## config.mk

```make
export PLATFORM = sky130hd
export DESIGN_NAME = midi_note_pairing_recorder
export DESIGN_NICKNAME = d
export VERILOG_FILES = /design/src/design/mnpr_pkg.sv /design/src/design/midi_note_pairing_recorder.sv
export VERILOG_INCLUDE_DIRS = /design/src /design/src/design
export SDC_FILE = /design/constraint.sdc
export NUM_CORES = 1
export LEC_CHECK = 0
export BUFFER_PORTS_ARGS = -buffer_cell sky130_fd_sc_hd__buf_2
export CAP_MARGIN = 30
export CELL_PAD_IN_SITES_DETAIL_PLACEMENT = 1
export CELL_PAD_IN_SITES_GLOBAL_PLACEMENT = 2
export CORE_UTILIZATION = 35
export CTS_CLUSTER_DIAMETER = 60
export DETAILED_ROUTE_END_ITERATION = 6
export GPL_ROUTABILITY_DRIVEN = 1
export PLACE_DENSITY = 0.59
export SLEW_MARGIN = 20
export SYNTH_ARGS = -nofsm -noshare
export SYNTH_HDL_FRONTEND = slang
export SYNTH_SLANG_ARGS = --single-unit
```

## constraint.sdc

```tcl
create_clock -name clk -period 7.6 [get_ports clk]
set_input_delay 0.38 -clock clk [delete_from_list [all_inputs] [get_ports clk]]
set_output_delay 0.38 -clock clk [all_outputs]
set_load 0.02 [all_outputs]
```

## src/design/midi_note_pairing_recorder_assert.svh

```systemverilog
// Assertion macros for the MIDI note pairing recorder.
`ifndef MIDI_NOTE_PAIRING_RECORDER_ASSERT_SVH
`define MIDI_NOTE_PAIRING_RECORDER_ASSERT_SVH

`ifndef SYNTH
// same-cycle implication, sampled on clk, off while rst_n is low
`define MNPR_ASSERT_IMP(label, ante, cons) \
    label: assert property (@(posedge clk) disable iff (!rst_n) (ante) |-> (cons)) \
        else $error("mnpr assertion failed");
// next-cycle implication
`define MNPR_ASSERT_NXT(label, ante, cons) \
    label: assert property (@(posedge clk) disable iff (!rst_n) (ante) |=> (cons)) \
        else $error("mnpr assertion failed");
`else
`define MNPR_ASSERT_IMP(label, ante, cons)
`define MNPR_ASSERT_NXT(label, ante, cons)
`endif

`endif

```

## src/design/mnpr_pkg.sv

```systemverilog
// Types and constants of the MIDI note pairing recorder.
package mnpr_pkg;

    localparam int PENDING_DEPTH_DEF = 16;
    localparam int MAX_RESULTS       = 16;

    localparam logic [31:0] NOTE_OFF_MIN_TICKS = 32'd96;
    localparam logic [31:0] FLUSH_MIN_TICKS    = 32'd120;

    localparam logic [1:0] CMD_MIDI  = 2'd0;
    localparam logic [1:0] CMD_FLUSH = 2'd1;
    localparam logic [1:0] CMD_CLEAR = 2'd2;

    localparam logic [3:0] STAT_NOTE_OFF = 4'h8;
    localparam logic [3:0] STAT_NOTE_ON  = 4'h9;

    localparam logic KIND_NOTE = 1'b0;
    localparam logic KIND_DROP = 1'b1;

    typedef struct packed {
        logic [6:0]  note;
        logic [3:0]  chan;
        logic [6:0]  vel;
        logic [31:0] start;
    } pend_entry_t;

    typedef struct packed {
        logic        kind;
        logic [3:0]  chan;
        logic [6:0]  note;
        logic [6:0]  vel;
        logic [31:0] start;
        logic [31:0] dur;
        logic        last;
    } result_t;

    typedef enum logic [2:0] {
        ST_IDLE,
        ST_DROP,
        ST_SEARCH,
        ST_SHIFT,
        ST_FLUSH
    } rec_state_t;

endpackage

```

## src/design/midi_note_pairing_recorder.sv

```systemverilog
// MIDI note pairing recorder: pending-note memory with search, shift and flush sequencing.
// Sequence: a drop or a flush loads the result register from the DROP or FLUSH state once the
//   output is free; a note-off reads entries (one memory access each) from address 0 until one
//   matches, then shifts the later entries down; flush items follow one a cycle while out_ready stays high.
// Acceptance: one item at a time; in_ready is low in the drop, search, shift and flush states.
// Reset: control, count and record_enable clear at once; entry memory is left undefined.
`include "midi_note_pairing_recorder_assert.svh"

module midi_note_pairing_recorder #(
    parameter int PENDING_DEPTH = mnpr_pkg::PENDING_DEPTH_DEF
) (
    input  logic        clk,
    input  logic        rst_n,
    // configuration
    input  logic        cfg_valid,
    output logic        cfg_ready,
    input  logic        record_enable,
    // input items
    input  logic        in_valid,
    output logic        in_ready,
    input  logic [1:0]  cmd,
    input  logic [7:0]  status_byte,
    input  logic [6:0]  note_number,
    input  logic [6:0]  note_velocity,
    input  logic [31:0] beat_time,
    // result items
    output logic        out_valid,
    input  logic        out_ready,
    output logic        kind,
    output logic [3:0]  channel,
    output logic [6:0]  note_out,
    output logic [6:0]  velocity_out,
    output logic [31:0] start_time,
    output logic [31:0] duration,
    output logic        last
);

    // address width of the entry memory, count width holds 0..PENDING_DEPTH
    localparam int AW    = (PENDING_DEPTH > 1) ? $clog2(PENDING_DEPTH) : 1;
    localparam int CNT_W = $clog2(PENDING_DEPTH + 1);

    // length of a note, or the given minimum when end is not after start
    function automatic logic [31:0] note_len(input logic [31:0] end_t,
                                             input logic [31:0] start_t,
                                             input logic [31:0] min_t);
        logic [31:0] diff;
        diff = end_t - start_t;
        return (end_t > start_t) ? diff : min_t;
    endfunction

    // state registers
    mnpr_pkg::rec_state_t  state_reg, state_next;
    logic [CNT_W-1:0]      count_reg, count_next;
    logic [CNT_W-1:0]      idx_reg, idx_next;
    logic [CNT_W-1:0]      lim_reg, lim_next;
    logic                  en_reg, en_next;
    mnpr_pkg::pend_entry_t key_reg, key_next;
    mnpr_pkg::result_t     out_reg, out_next;
    logic                  out_valid_reg, out_valid_next;

    // pending-entry memory, oldest entry at address 0
    mnpr_pkg::pend_entry_t mem [PENDING_DEPTH];
    mnpr_pkg::pend_entry_t rd_data_reg;
    logic                  rd_en, wr_en;
    logic [AW-1:0]         rd_addr, wr_addr;
    mnpr_pkg::pend_entry_t wr_data;

    // decode and helpers
    mnpr_pkg::pend_entry_t in_entry;
    logic                  in_acc;
    logic                  is_on, is_off, full, out_free, match;
    logic [CNT_W:0]        idx_inc, idx_inc2, cnt_ext;
    logic [CNT_W-1:0]      flush_lim;

    assign in_acc   = in_valid && in_ready;
    assign in_entry = '{note: note_number, chan: status_byte[3:0],
                        vel: note_velocity, start: beat_time};
    assign is_on    = (status_byte[7:4] == mnpr_pkg::STAT_NOTE_ON) && (note_velocity != 7'd0);
    assign is_off   = (status_byte[7:4] == mnpr_pkg::STAT_NOTE_OFF)
                   || ((status_byte[7:4] == mnpr_pkg::STAT_NOTE_ON) && (note_velocity == 7'd0));
    assign full     = (count_reg == CNT_W'(PENDING_DEPTH));
    assign out_free = !out_valid_reg || out_ready;
    assign match    = (rd_data_reg.note == key_reg.note) && (rd_data_reg.chan == key_reg.chan);
    assign idx_inc  = {1'b0, idx_reg} + (CNT_W+1)'(1);
    assign idx_inc2 = {1'b0, idx_reg} + (CNT_W+1)'(2);
    assign cnt_ext  = {1'b0, count_reg};
    // a flush gives at most MAX_RESULTS items; anything beyond is discarded
    assign flush_lim = (32'(count_reg) > mnpr_pkg::MAX_RESULTS)
                     ? CNT_W'(mnpr_pkg::MAX_RESULTS) : count_reg;

    assign in_ready  = (state_reg == mnpr_pkg::ST_IDLE);
    assign cfg_ready = 1'b1;

    // next state
    always_comb
    begin
        state_next = state_reg;
        unique case (state_reg)
            mnpr_pkg::ST_IDLE:
            begin
                if (in_acc && en_reg)
                begin
                    if (cmd == mnpr_pkg::CMD_MIDI)
                    begin
                        if (is_on && full)
                            state_next = mnpr_pkg::ST_DROP;
                        else if (is_off && count_reg != '0)
                            state_next = mnpr_pkg::ST_SEARCH;
                    end
                    else if (cmd == mnpr_pkg::CMD_FLUSH && count_reg != '0)
                        state_next = mnpr_pkg::ST_FLUSH;
                end
            end
            mnpr_pkg::ST_DROP:
            begin
                if (out_free)
                    state_next = mnpr_pkg::ST_IDLE;
            end
            mnpr_pkg::ST_SEARCH:
            begin
                if (match)
                begin
                    if (out_free)
                        state_next = (idx_inc < cnt_ext) ? mnpr_pkg::ST_SHIFT
                                                         : mnpr_pkg::ST_IDLE;
                end
                else if (!(idx_inc < cnt_ext))
                    state_next = mnpr_pkg::ST_IDLE;
            end
            mnpr_pkg::ST_SHIFT:
            begin
                if (!(idx_inc2 < cnt_ext))
                    state_next = mnpr_pkg::ST_IDLE;
            end
            mnpr_pkg::ST_FLUSH:
            begin
                if (out_free && idx_inc == {1'b0, lim_reg})
                    state_next = mnpr_pkg::ST_IDLE;
            end
            default: state_next = mnpr_pkg::ST_IDLE;
        endcase
    end

    // datapath, memory control and result register loading
    always_comb
    begin
        count_next     = count_reg;
        idx_next       = idx_reg;
        lim_next       = lim_reg;
        en_next        = en_reg;
        key_next       = key_reg;
        out_next       = out_reg;
        out_valid_next = out_valid_reg && !out_ready;
        rd_en          = 1'b0;
        rd_addr        = '0;
        wr_en          = 1'b0;
        wr_addr        = count_reg[AW-1:0];
        wr_data        = in_entry;

        unique case (state_reg)
            mnpr_pkg::ST_IDLE:
            begin
                if (in_acc)
                begin
                    key_next = in_entry;
                    idx_next = '0;
                    case (cmd)
                        mnpr_pkg::CMD_CLEAR:
                            count_next = '0;
                        mnpr_pkg::CMD_FLUSH:
                        begin
                            if (en_reg)
                            begin
                                en_next    = 1'b0;
                                lim_next   = flush_lim;
                                count_next = '0;
                                rd_en      = 1'b1;
                            end
                        end
                        mnpr_pkg::CMD_MIDI:
                        begin
                            if (en_reg)
                            begin
                                if (is_on && !full)
                                begin
                                    wr_en      = 1'b1;
                                    count_next = count_reg + CNT_W'(1);
                                end
                                else if (is_off && count_reg != '0)
                                    rd_en = 1'b1;
                            end
                        end
                        default: ;
                    endcase
                end
            end
            mnpr_pkg::ST_DROP:
            begin
                if (out_free)
                begin
                    out_next = '{kind: mnpr_pkg::KIND_DROP, chan: key_reg.chan,
                                 note: key_reg.note, vel: key_reg.vel,
                                 start: key_reg.start, dur: 32'd0, last: 1'b1};
                    out_valid_next = 1'b1;
                end
            end
            mnpr_pkg::ST_SEARCH:
            begin
                if (match)
                begin
                    if (out_free)
                    begin
                        out_next = '{kind: mnpr_pkg::KIND_NOTE, chan: rd_data_reg.chan,
                                     note: rd_data_reg.note, vel: rd_data_reg.vel,
                                     start: rd_data_reg.start,
                                     dur: note_len(key_reg.start, rd_data_reg.start,
                                                   mnpr_pkg::NOTE_OFF_MIN_TICKS),
                                     last: 1'b1};
                        out_valid_next = 1'b1;
                        if (idx_inc < cnt_ext)
                        begin
                            // close the gap: fetch the next entry for the shift
                            rd_en   = 1'b1;
                            rd_addr = idx_inc[AW-1:0];
                        end
                        else
                            count_next = count_reg - CNT_W'(1);
                    end
                end
                else if (idx_inc < cnt_ext)
                begin
                    rd_en    = 1'b1;
                    rd_addr  = idx_inc[AW-1:0];
                    idx_next = idx_inc[CNT_W-1:0];
                end
            end
            mnpr_pkg::ST_SHIFT:
            begin
                // entry idx+1 is in the read register; move it down to idx
                wr_en   = 1'b1;
                wr_addr = idx_reg[AW-1:0];
                wr_data = rd_data_reg;
                if (idx_inc2 < cnt_ext)
                begin
                    rd_en    = 1'b1;
                    rd_addr  = idx_inc2[AW-1:0];
                    idx_next = idx_inc[CNT_W-1:0];
                end
                else
                    count_next = count_reg - CNT_W'(1);
            end
            mnpr_pkg::ST_FLUSH:
            begin
                if (out_free)
                begin
                    out_next = '{kind: mnpr_pkg::KIND_NOTE, chan: rd_data_reg.chan,
                                 note: rd_data_reg.note, vel: rd_data_reg.vel,
                                 start: rd_data_reg.start,
                                 dur: note_len(key_reg.start, rd_data_reg.start,
                                               mnpr_pkg::FLUSH_MIN_TICKS),
                                 last: (idx_inc == {1'b0, lim_reg})};
                    out_valid_next = 1'b1;
                    if (idx_inc != {1'b0, lim_reg})
                    begin
                        rd_en    = 1'b1;
                        rd_addr  = idx_inc[AW-1:0];
                        idx_next = idx_inc[CNT_W-1:0];
                    end
                end
            end
            default: ;
        endcase

        if (cfg_valid)
            en_next = record_enable;
    end

    // control registers
    always_ff @(posedge clk or negedge rst_n)
    begin
        if (!rst_n)
        begin
            state_reg     <= mnpr_pkg::ST_IDLE;
            count_reg     <= '0;
            en_reg        <= 1'b0;
            out_valid_reg <= 1'b0;
        end
        else
        begin
            state_reg     <= state_next;
            count_reg     <= count_next;
            en_reg        <= en_next;
            out_valid_reg <= out_valid_next;
        end
    end

    // payload registers
    always_ff @(posedge clk)
    begin
        idx_reg <= idx_next;
        lim_reg <= lim_next;
        key_reg <= key_next;
        out_reg <= out_next;
    end

    // entry memory, one write and one registered read a cycle
    always_ff @(posedge clk)
    begin
        if (wr_en)
            mem[wr_addr] <= wr_data;
        if (rd_en)
            rd_data_reg <= mem[rd_addr];
    end

    assign out_valid    = out_valid_reg;
    assign kind         = out_reg.kind;
    assign channel      = out_reg.chan;
    assign note_out     = out_reg.note;
    assign velocity_out = out_reg.vel;
    assign start_time   = out_reg.start;
    assign duration     = out_reg.dur;
    assign last         = out_reg.last;

    // a shift always has a later entry still to move
    `MNPR_ASSERT_IMP(a_shift_in_range, state_reg == mnpr_pkg::ST_SHIFT, idx_inc < cnt_ext)
    // the list is emptied as soon as a flush starts
    `MNPR_ASSERT_IMP(a_flush_count_zero, state_reg == mnpr_pkg::ST_FLUSH, count_reg == '0)
    // a clear empties the list on the next cycle
    `MNPR_ASSERT_NXT(a_clear_empties, in_acc && cmd == mnpr_pkg::CMD_CLEAR, count_reg == '0)
    // a found match is presented as a completed note
    `MNPR_ASSERT_NXT(a_match_emits, state_reg == mnpr_pkg::ST_SEARCH && match && out_free, out_valid_reg && out_reg.kind == mnpr_pkg::KIND_NOTE && out_reg.last)

endmodule

```

==> results.yml, run 1 <==
floorplan:
  die_h_microns: 345
  rows: 125
  die_area_sq_um: 119000
  fp.dieW_microns: 345
  initial_core_util: 0.353
  ios: 149
  core_sq_um: 116000
worst_setup_path:
  start_kind: "flip-flop"
  cpPeakStageDelay_ns: 0.63
  r2r_start: "idx_reg[0]$_SDFFCE_PP0P_"
  crit_family: "simple AND/OR/NAND/NOR gates"
  reg2reg_depth: 13
  critPathKind: "flip-flop to flip-flop"
  cp_common_cell: "ha_1"
  crit_buf_inv: 2
  endpoint_kind: "flip-flop"
  required_ns: 8.04
  ff2ff_setup_slack_ns: 2.20
  critPathArrivalTime_ns: 5.85
  worst-path-max-fanout: 136
  r2r_end: "rd_data_reg[39]$_DFFE_PP_"
  cp_cell_sequence: "ha_1 -> xnor2_1 -> inv_1 -> ha_1 -> nand2_1 -> o21ai_0 -> a31oi_1 -> o221ai_2 -> and2_4 -> buf_12 -> mux2i_1 -> a221oi_1 -> or4_1"
  crit_slowest_cell: "and2_4"
clocking:
  clock_latency_ns: 0.71
  cts_buffers: 112
  htree_levels: 3
  clock-root-buffer: "clkbuf_16"
  post_cts_buffers: 0
  clk_pin_slew_ns: 0.06
  cts_tree: "yes"
  clk_path_buf_depth: 3
  clock-sinks: 1004
placement:
  placed_cells: 4334
  gp_congestion: 0.786
  port_buffers: 147
  post-dp-hpwl_microns: 75200
final_layout:
  largest_register_ffs: 800
  area_delta_synth_final_pct: 17.6
  fin_util: 0.415
  fillers: 11600
  layout_common_cells: "994 x edfxtp_1, 322 x nand2_1, 236 x a21oi_1, 203 x mux2i_1, 152 x a221oi_1"
  layout_commonest_cell: "edfxtp_1"
  nets: 3088
  final_cells: 4588
  post_route_cells_drive_above_1_share: 0.163
pwr:
  clkPwrFrac: 0.282
  p_switching_mw: 6.49
  powerDensity_nw_per_um2: 380
  leakage_nw: 17.7
  p_comb_frac: 0.327
  power_frac_seq: 0.390
  switching_share: 0.354
  p_int_mw: 11.9
  ir_worst_vdd_v: 0.000250
global_routing:
  grt_max_degree: 137
  grt.overflow.total: 0
  grt_usage: 0.211
  grt_use_met3: 0.0306
  grt_pass1_vias: 26000
  grt.met2_usage: 0.340
  grt_pass1_wl_microns: 182000
  gr-max-usage-layer: "met2"
  antenna_found_initial: 3
  grtUsageMet1: 0.297
routing:
  route.detailed.drc: 0
  drtIter0Drc: 1678
  dr_total_vias: 25100
  routed_via_density: 5.48
  ant_nets: 0
  first_pass_iters: 5
  routedWlPerCell_microns: 27.4
  wl_microns: 126000
status:
  status: "complete, no violations"
timing:
  fin_tns_setup_ns: 0
  max_freq_mhz: 185
  drv_slew: 0
  finalCritPeriodShare: 0.711
  fin_crit_ns: 5.40
  rsz0062_at_grt: "false"
  max_slew_margin: 0.308
  finClkSkew_ns: 0.0375
  setup_viol: 0
  worst_slew_pin_slew_ns: 1.04
  holdWs_ns: 0.101
  final_hold_viol_count: 0
logic_synthesis:
  ys_warn_count: 0
  synthFlopType: "edfxtp_1"
  syn_nets: 2823
  synthesis.area_sq_um: 41100
  async_reset_ff_frac: 0.00996
  synth_seq_cells: 1004
  syn_inst: 2714
  syn_avg_cell_area_sq_um: 15.1
  ys_seq_area_frac: 0.732
  yosysUniqueCellTypes: 66
  synth_edf_count: 994
job:
  cap_violations: 0
hold_path:
  min_path_type: "input port to async pin"
==> how the worst max path moves through the flow <==
stage | depth (start not counted) | endpoint | from
global placement | 13 | rd_data_reg[39]$_DFFE_PP_ | idx_reg[0]$_SDFFCE_PP0P_
floorplan | 7 | channel[0]$_DFFE_PP_ | rd_data_reg[40]$_DFFE_PP_
global route | 13 | rd_data_reg[39]$_DFFE_PP_ | idx_reg[0]$_SDFFCE_PP0P_
CTS | 13 | rd_data_reg[39]$_DFFE_PP_ | idx_reg[1]$_SDFFCE_PP0P_
detailed placement | 13 | rd_data_reg[39]$_DFFE_PP_ | idx_reg[0]$_SDFFCE_PP0P_
finish | 13 | rd_data_reg[39]$_DFFE_PP_ | idx_reg[0]$_SDFFCE_PP0P_
==> per-layer routing <==
metal | up-vias | routed length (microns) | share of wire
li1 | 11200 | - | -
met1 | 13200 | 57800 | 0.46
met2 | 646 | 58700 | 0.47
met3 | 172 | 6200 | 0.049
met4 | 0 | 3060 | 0.024
met5 | - | 0 | 0
==> layout make-up <==
type / count / area, sq um / share of cell area
inverters: 58 / 218 / 0.00451
multi-input cells: 1492 / 10300 / 0.213
flip-flops and latches: 1004 / 30100 / 0.623
clock inverters: 64 / 571 / 0.0118
repair buffers: 311 / 2340 / 0.0485
clock buffers: 134 / 2890 / 0.0597
well taps: 1524 / 1910 / 0.0395
diodes: 1 / 2.50 / 0.0000518
==> repair_timing <==
action	4_1_cts	5_1_grt
hold buffers	53	0
hold endpoints to repair	61	0
setup endpoints to repair	0	0
resized for setup	0	0
==> power by group through the flow <==
stage / sequential (mW) / clock (mW) / combinational (mW)
floorplan: 7.36 / 0 / 3.78
global placement: 7.27 / 0 / 5.91
detailed placement: 7.27 / 0 / 6.03
CTS: 7.17 / 5.29 / 6.07
global route: 7.21 / 5.48 / 6.53
finish: 7.16 / 5.18 / 6.01
==> metrics by stage <==
| stage | setup slack (ns) | power (mW) | instance area (sq um) |
|---|---|---|---|
| 2_1_floorplan | 2.14 | 11.1 | 41100 |
| 3_3_place_gp | 2.28 | 13.2 | 44100 |
| 3_5_place_dp | 2.26 | 13.3 | 44300 |
| 4_1_cts | 2.25 | 18.5 | 48300 |
| 5_1_grt | 1.93 | 19.2 | 48300 |
| 6_report | 2.20 | 18.3 | 48300 |
==> kinds of logic (layout without fill, tap and decap cells) <==
| kind of cell | count (synthesis) | after routing | share of synthesized area |
|---|---|---|---|
| AO/OA/AOI/OAI | 597 | 597 | 0.0949 |
| flip-flops | 1004 | 1004 | 0.732 |
| buffers and inverters | 218 | 567 | 0.0240 |
| XOR/XNOR | 40 | 40 | 0.00959 |
| adder cells (fa/ha/maj) | 47 | 47 | 0.0145 |
| AND/OR/NAND/NOR | 552 | 552 | 0.0609 |
| multiplexers | 255 | 255 | 0.0637 |
| other | 1 | 2 | 0.0000912 |
==> cell usage after synthesis, types with 52 or more instances <==
master | instances | share of area
a21oi_1 | 238 | 0.029
a221oi_1 | 152 | 0.032
clkbuf_1 | 120 | 0.011
edfxtp_1 | 994 | 0.73
inv_1 | 58 | 0.0053
mux2_2 | 52 | 0.014
mux2i_1 | 203 | 0.049
nand2_1 | 326 | 0.030
nor2_1 | 64 | 0.0058
o21ai_0 | 63 | 0.0077
o22ai_1 | 52 | 0.0079
or4_1 | 52 | 0.0095
Power figures use the tool's default switching activity.
==> inputs of run 2 (changes only) <==
Clock period 7.6 ns to 5.2 ns, I/O delays scaled along.
==> results.yml, run 2 (synthesis gave the netlist of run 1 again) <==
timing:
  rsz0062_at_grt: "false"
  max_freq_mhz: 206
  drv_slew: 0
  finalCritPeriodShare: 0.934
  worst_slew_pin_slew_ns: 1.01
  max_slew_margin: 0.328
  fin_ws_ns: 0.342
  setup_viol: 0
  final_hold_viol_count: 0
  finClkSkew_ns: 0.0506
  fin_tns_setup_ns: 0
  fin_crit_ns: 4.86
placement:
  port_buffers: 147
  post-dp-hpwl_microns: 71900
  placed_cells: 4365
  dpl_cell_area_sq_um: 44900
  post-place-ws_ns: 0.367
  gp_congestion: 0.795
worst_setup_path:
  cpPeakStageDelay_ns: 0.56
  ff2ff_setup_slack_ns: 0.34
  worst-path-max-fanout: 22
  endpoint_kind: "flip-flop"
  start_kind: "flip-flop"
  crit_slowest_cell: "or4_1"
  required_ns: 5.62
  critPathKind: "flip-flop to flip-flop"
  critPathArrivalTime_ns: 5.28
  cp_cell_sequence: "ha_1 -> nand2_1 -> xor2_1 -> inv_1 -> ha_1 -> a21oi_1 -> nand4_1 -> a31oi_1 -> o221ai_2 -> and2_4 -> buf_12 -> buf_12 -> buf_4 -> nand2_1 -> a221oi_1 -> or4_1"
final_layout:
  nets: 3118
  layout_commonest_cell: "edfxtp_1"
  post_route_cells_drive_above_1_share: 0.172
  stdcell_area_sq_um: 49000
  final_cells: 4627
  layout_common_cells: "994 x edfxtp_1, 322 x nand2_1, 236 x a21oi_1, 203 x mux2i_1, 152 x a221oi_1"
  area_delta_synth_final_pct: 19.2
  fillers: 11700
  largest_register_ffs: 800
pwr:
  ir_worst_vdd_v: 0.000475
  total_power_mw: 27.5
  leakage_nw: 18.0
  powerDensity_nw_per_um2: 562
clocking:
  post_cts_buffers: 0
  clk_pin_slew_ns: 0.06
  clock-root-buffer: "clkbuf_16"
  clock_latency_ns: 0.72
  cts_resized: 0
  cts_tree: "yes"
  clock-sinks: 1004
  cts_buffers: 111
  clk_path_buf_depth: 3
  htree_levels: 3
routing:
  drtIter0Drc: 1829
  routedWlPerCell_microns: 27.2
  first_pass_iters: 6
  ant_nets: 0
  wl_microns: 126000
  dr_total_vias: 25200
  routed_via_density: 5.44
  route.detailed.drc: 0
status:
  status: "complete, no violations"
global_routing:
  grt_max_degree: 71
  grt_pass1_vias: 26000
  grt.overflow.total: 0
  grt_usage: 0.211
  antenna_found_initial: 1
  grt_pass1_wl_microns: 182000
floorplan:
  core_sq_um: 116000
  fp.dieW_microns: 345
  die_h_microns: 345
  rows: 125
  ios: 149
  die_area_sq_um: 119000
  initial_core_util: 0.353
job:
  cap_violations: 0
hold_path:
  min_path_type: "input port to flip-flop"
[run 2: final timing paths]
check | from | endpoint | cells past startpoint
worst min register to register | key_reg[32]$_DFFE_PP_ | velocity_out[0]$_DFFE_PP_ | 1
worst max register to register | idx_reg[1]$_SDFFCE_PP0P_ | rd_data_reg[25]$_DFFE_PP_ | 16
worst max-delay path | idx_reg[1]$_SDFFCE_PP0P_ | rd_data_reg[25]$_DFFE_PP_ | 16
min in group asynchronous | rst_n | count_reg[1]$_DFFE_PN0P_ | 3
max in group asynchronous | rst_n | out_valid$_DFF_PN0_ | 3
worst min-delay path | status_byte[7] | state_reg[1]$_DFFE_PN0P_ | 5
[run 2: cell type report]
class | instances | area, sq um | area share
timing repair buffer | 342 | 2920 | 0.0596
inverter | 58 | 218 | 0.00444
sequential | 1004 | 30100 | 0.614
clock inverter | 65 | 636 | 0.0130
antenna | 2 | 5.00 | 0.000102
clock buffer | 140 | 2930 | 0.0598
multi-input combinational | 1492 | 10300 | 0.210
tap | 1524 | 1910 | 0.0389
[run 2: power by group]
group          leakage, nW  switching (mW)  internal (mW)
Sequential            9.16           0.506           9.96
Combinational         7.09            5.88           3.42
Clock                 1.75            3.31           4.45
Total                 18.0            9.69           17.8
[run 2: timing repair]
| action | in CTS | in global routing |
|---|---|---|
| hold buffers | 55 | 0 |
| hold endpoints to repair | 62 | 0 |
| endpoints found under the setup margin | 0 | 0 |
[run 2: per-layer routing]
| metal | up-vias | track usage | routed length (microns) |
|---|---|---|---|
| met2 | 640 | 0.332 | 57500 |
| li1 | 11200 | - | - |
| met1 | 13200 | 0.305 | 59100 |
| met3 | 153 | 0.0301 | 6500 |
| met4 | 0 | 0.0545 | 2640 |
| met5 | - | 0 | 0 |
[run 2: worst max-delay path, delay by kind of cell (launching register included)]
| family | cells | cell delay (ns) |
|---|---|---|
| flip-flops | 1 | 0.54 |
| XOR/XNOR | 1 | 0.38 |
| buffers and inverters | 4 | 0.80 |
| adder cells (fa/ha/maj) | 2 | 0.54 |
| AO/OA/AOI/OAI | 4 | 0.98 |
| AND/OR/NAND/NOR | 5 | 1.28 |
[run 2: metrics by stage]
step	hold slack [ns]	util
final	0.0705	0.421
after global placement	0.153	0.385
after floorplan	-0.0356	-
after CTS	0.0194	0.421
after global routing	0.119	0.421
after detailed placement	0.160	0.386
==> inputs of run 3 (changes only) <==
Settings changed: BUFFER_PORTS_ARGS -buffer_cell sky130_fd_sc_hd__buf_2 to unset, DONT_BUFFER_PORTS set to 1, PLACE_DENSITY 0.59 to 0.58.
==> results.yml, run 3 (synthesis gave the netlist of run 1 again) <==
status:
  status: "complete, no violations"
timing:
  max_slew_margin: 0.348
  drv_slew: 0
  fin_tns_setup_ns: 0
  finClkSkew_ns: 0.0456
  setup_viol: 0
  holdWs_ns: 0.0316
  finalCritPeriodShare: 0.915
  fin_crit_ns: 4.76
  worst_slew_pin_slew_ns: 0.977
  rsz0062_at_grt: "false"
  max_freq_mhz: 210
  final_hold_viol_count: 0
clocking:
  cts_tree: "yes"
  clk_pin_slew_ns: 0.06
  clock-sinks: 1004
  clock-root-buffer: "clkbuf_16"
  clk_path_buf_depth: 3
  cts_resized: 0
  clock_latency_ns: 0.73
  cts_buffers: 115
  htree_levels: 3
floorplan:
  ios: 149
  die_h_microns: 345
  rows: 125
  fp.dieW_microns: 345
  die_area_sq_um: 119000
  initial_core_util: 0.353
  core_sq_um: 116000
final_layout:
  post_route_cells_drive_above_1_share: 0.134
  largest_register_ffs: 800
  nets: 2978
  layout_commonest_cell: "edfxtp_1"
  fillers: 11600
  area_delta_synth_final_pct: 17.5
  diodes: 0
  multiInputGateArea_sq_um: 10300
  seqCellArea_sq_um: 30100
  final_cells: 4487
  layout_common_cells: "994 x edfxtp_1, 322 x nand2_1, 236 x a21oi_1, 203 x mux2i_1, 152 x a221oi_1"
routing:
  route.detailed.drc: 0
  wl_microns: 125000
  first_pass_iters: 5
  routedWlPerCell_microns: 28.0
  ant_nets: 0
  dr_total_vias: 24600
  routed_via_density: 5.48
  drtIter0Drc: 1820
worst_setup_path:
  reg2reg_depth: 13
  start_kind: "flip-flop"
  worst-path-max-fanout: 47
  critPathKind: "flip-flop to flip-flop"
  critPathArrivalTime_ns: 5.17
  endpoint_kind: "flip-flop"
  required_ns: 5.61
pwr:
  power_frac_seq: 0.397
  clkPwrFrac: 0.289
  total_power_mw: 27.3
  p_int_mw: 17.7
  p_switching_mw: 9.66
  leakage_nw: 17.4
  switching_share: 0.353
  ir_worst_vdd_v: 0.000334
  powerDensity_nw_per_um2: 566
  p_comb_frac: 0.314
hold_path:
  min_path_type: "input port to flip-flop"
  whs_path_depth: 3
placement:
  port_buffers: 0
  post-dp-hpwl_microns: 71900
  gp_congestion: 0.794
  placed_cells: 4215
job:
  cap_violations: 0
global_routing:
  antenna_found_initial: 1
  grt.overflow.total: 0
  grt_usage: 0.210
  grt_pass1_wl_microns: 180000
  grt_max_degree: 77
  grt_pass1_vias: 25500
==> run 3: cell types whose count changed in the layout (fill, tap and decap cells not counted), sizes merged <==
cell         change
buf            -148
clkbuf          -10
clkinv           +9
clkinvlp         +5
dlygate4sd3      +4
diode            -2
inv              +2
==> run 3: final timing paths <==
path                       slack (ns)                     start                        end
setup / recovery                 0.44  idx_reg[1]$_SDFFCE_PP0P_  rd_data_reg[28]$_DFFE_PP_
hold / removal                   0.03             beat_time[27]       mem[1][27]$_DFFE_PP_
setup reg to reg                 0.44  idx_reg[1]$_SDFFCE_PP0P_  rd_data_reg[28]$_DFFE_PP_
hold reg to reg                  0.55     key_reg[37]$_DFFE_PP_  velocity_out[5]$_DFFE_PP_
max in group asynchronous        4.29                     rst_n   count_reg[4]$_DFFE_PN0P_
min in group asynchronous        0.54                     rst_n   state_reg[1]$_DFFE_PN0P_
==> run 3: repair_timing <==
| action | CTS | global route |
|---|---|---|
| hold endpoints to repair | 394 | 0 |
| endpoints found under the setup margin | 0 | 0 |
| hold buffers | 59 | 0 |
| setup buffers | 0 | 0 |
==> run 3: through the flow <==
| step | util | area (sq um) | worst slack, ns |
|---|---|---|---|
| after floorplan | - | 41100 | 0.198 |
| after global placement | 0.378 | 44000 | 0.471 |
| after detailed placement | 0.378 | 44000 | 0.405 |
| after CTS | 0.415 | 48300 | 0.405 |
| after global routing | 0.415 | 48300 | 0.163 |
| final | 0.415 | 48300 | 0.440 |
==> run 3: critical path, cell delays in order (launching register included) <==
cell	delay, ns
edfxtp_1	0.53
ha_1	0.32
xnor2_1	0.41
inv_1	0.14
ha_1	0.32
nand2_1	0.05
o21ai_0	0.22
a31oi_1	0.25
o221ai_2	0.31
and2_4	0.55
buf_12	0.34
mux2i_1	0.25
o22ai_1	0.09
or4_1	0.61
==> run 3: area by class of cell <==
cell class / count / share of cell area
Inverter: 58 / 0.00451
Tap cell: 1524 / 0.0395
Timing Repair Buffer: 198 / 0.0434
Multi-Input combinational cell: 1492 / 0.213
Clock inverter: 81 / 0.0155
Sequential cell: 1004 / 0.623
Clock buffer: 130 / 0.0608
==> run 3: per-layer routing <==
layer,global-route usage,wire (microns),vias up,share of wire
met5,0,0,-,0
met4,0.0562,2530,0,0.020
met3,0.0332,6210,153,0.049
met2,0.345,59800,617,0.48
met1,0.288,56900,12900,0.45
li1,-,-,11000,-
==> run 3: power by group through the flow <==
stage | logic [mW] | clock network (mW) | registers, mW
global placement | 8.47 | 0 | 11.0
floorplan | 5.52 | 0 | 10.7
finish | 8.59 | 7.90 | 10.9
global route | 9.33 | 8.38 | 10.9
CTS | 8.68 | 8.09 | 10.9
detailed placement | 8.59 | 0 | 11.0
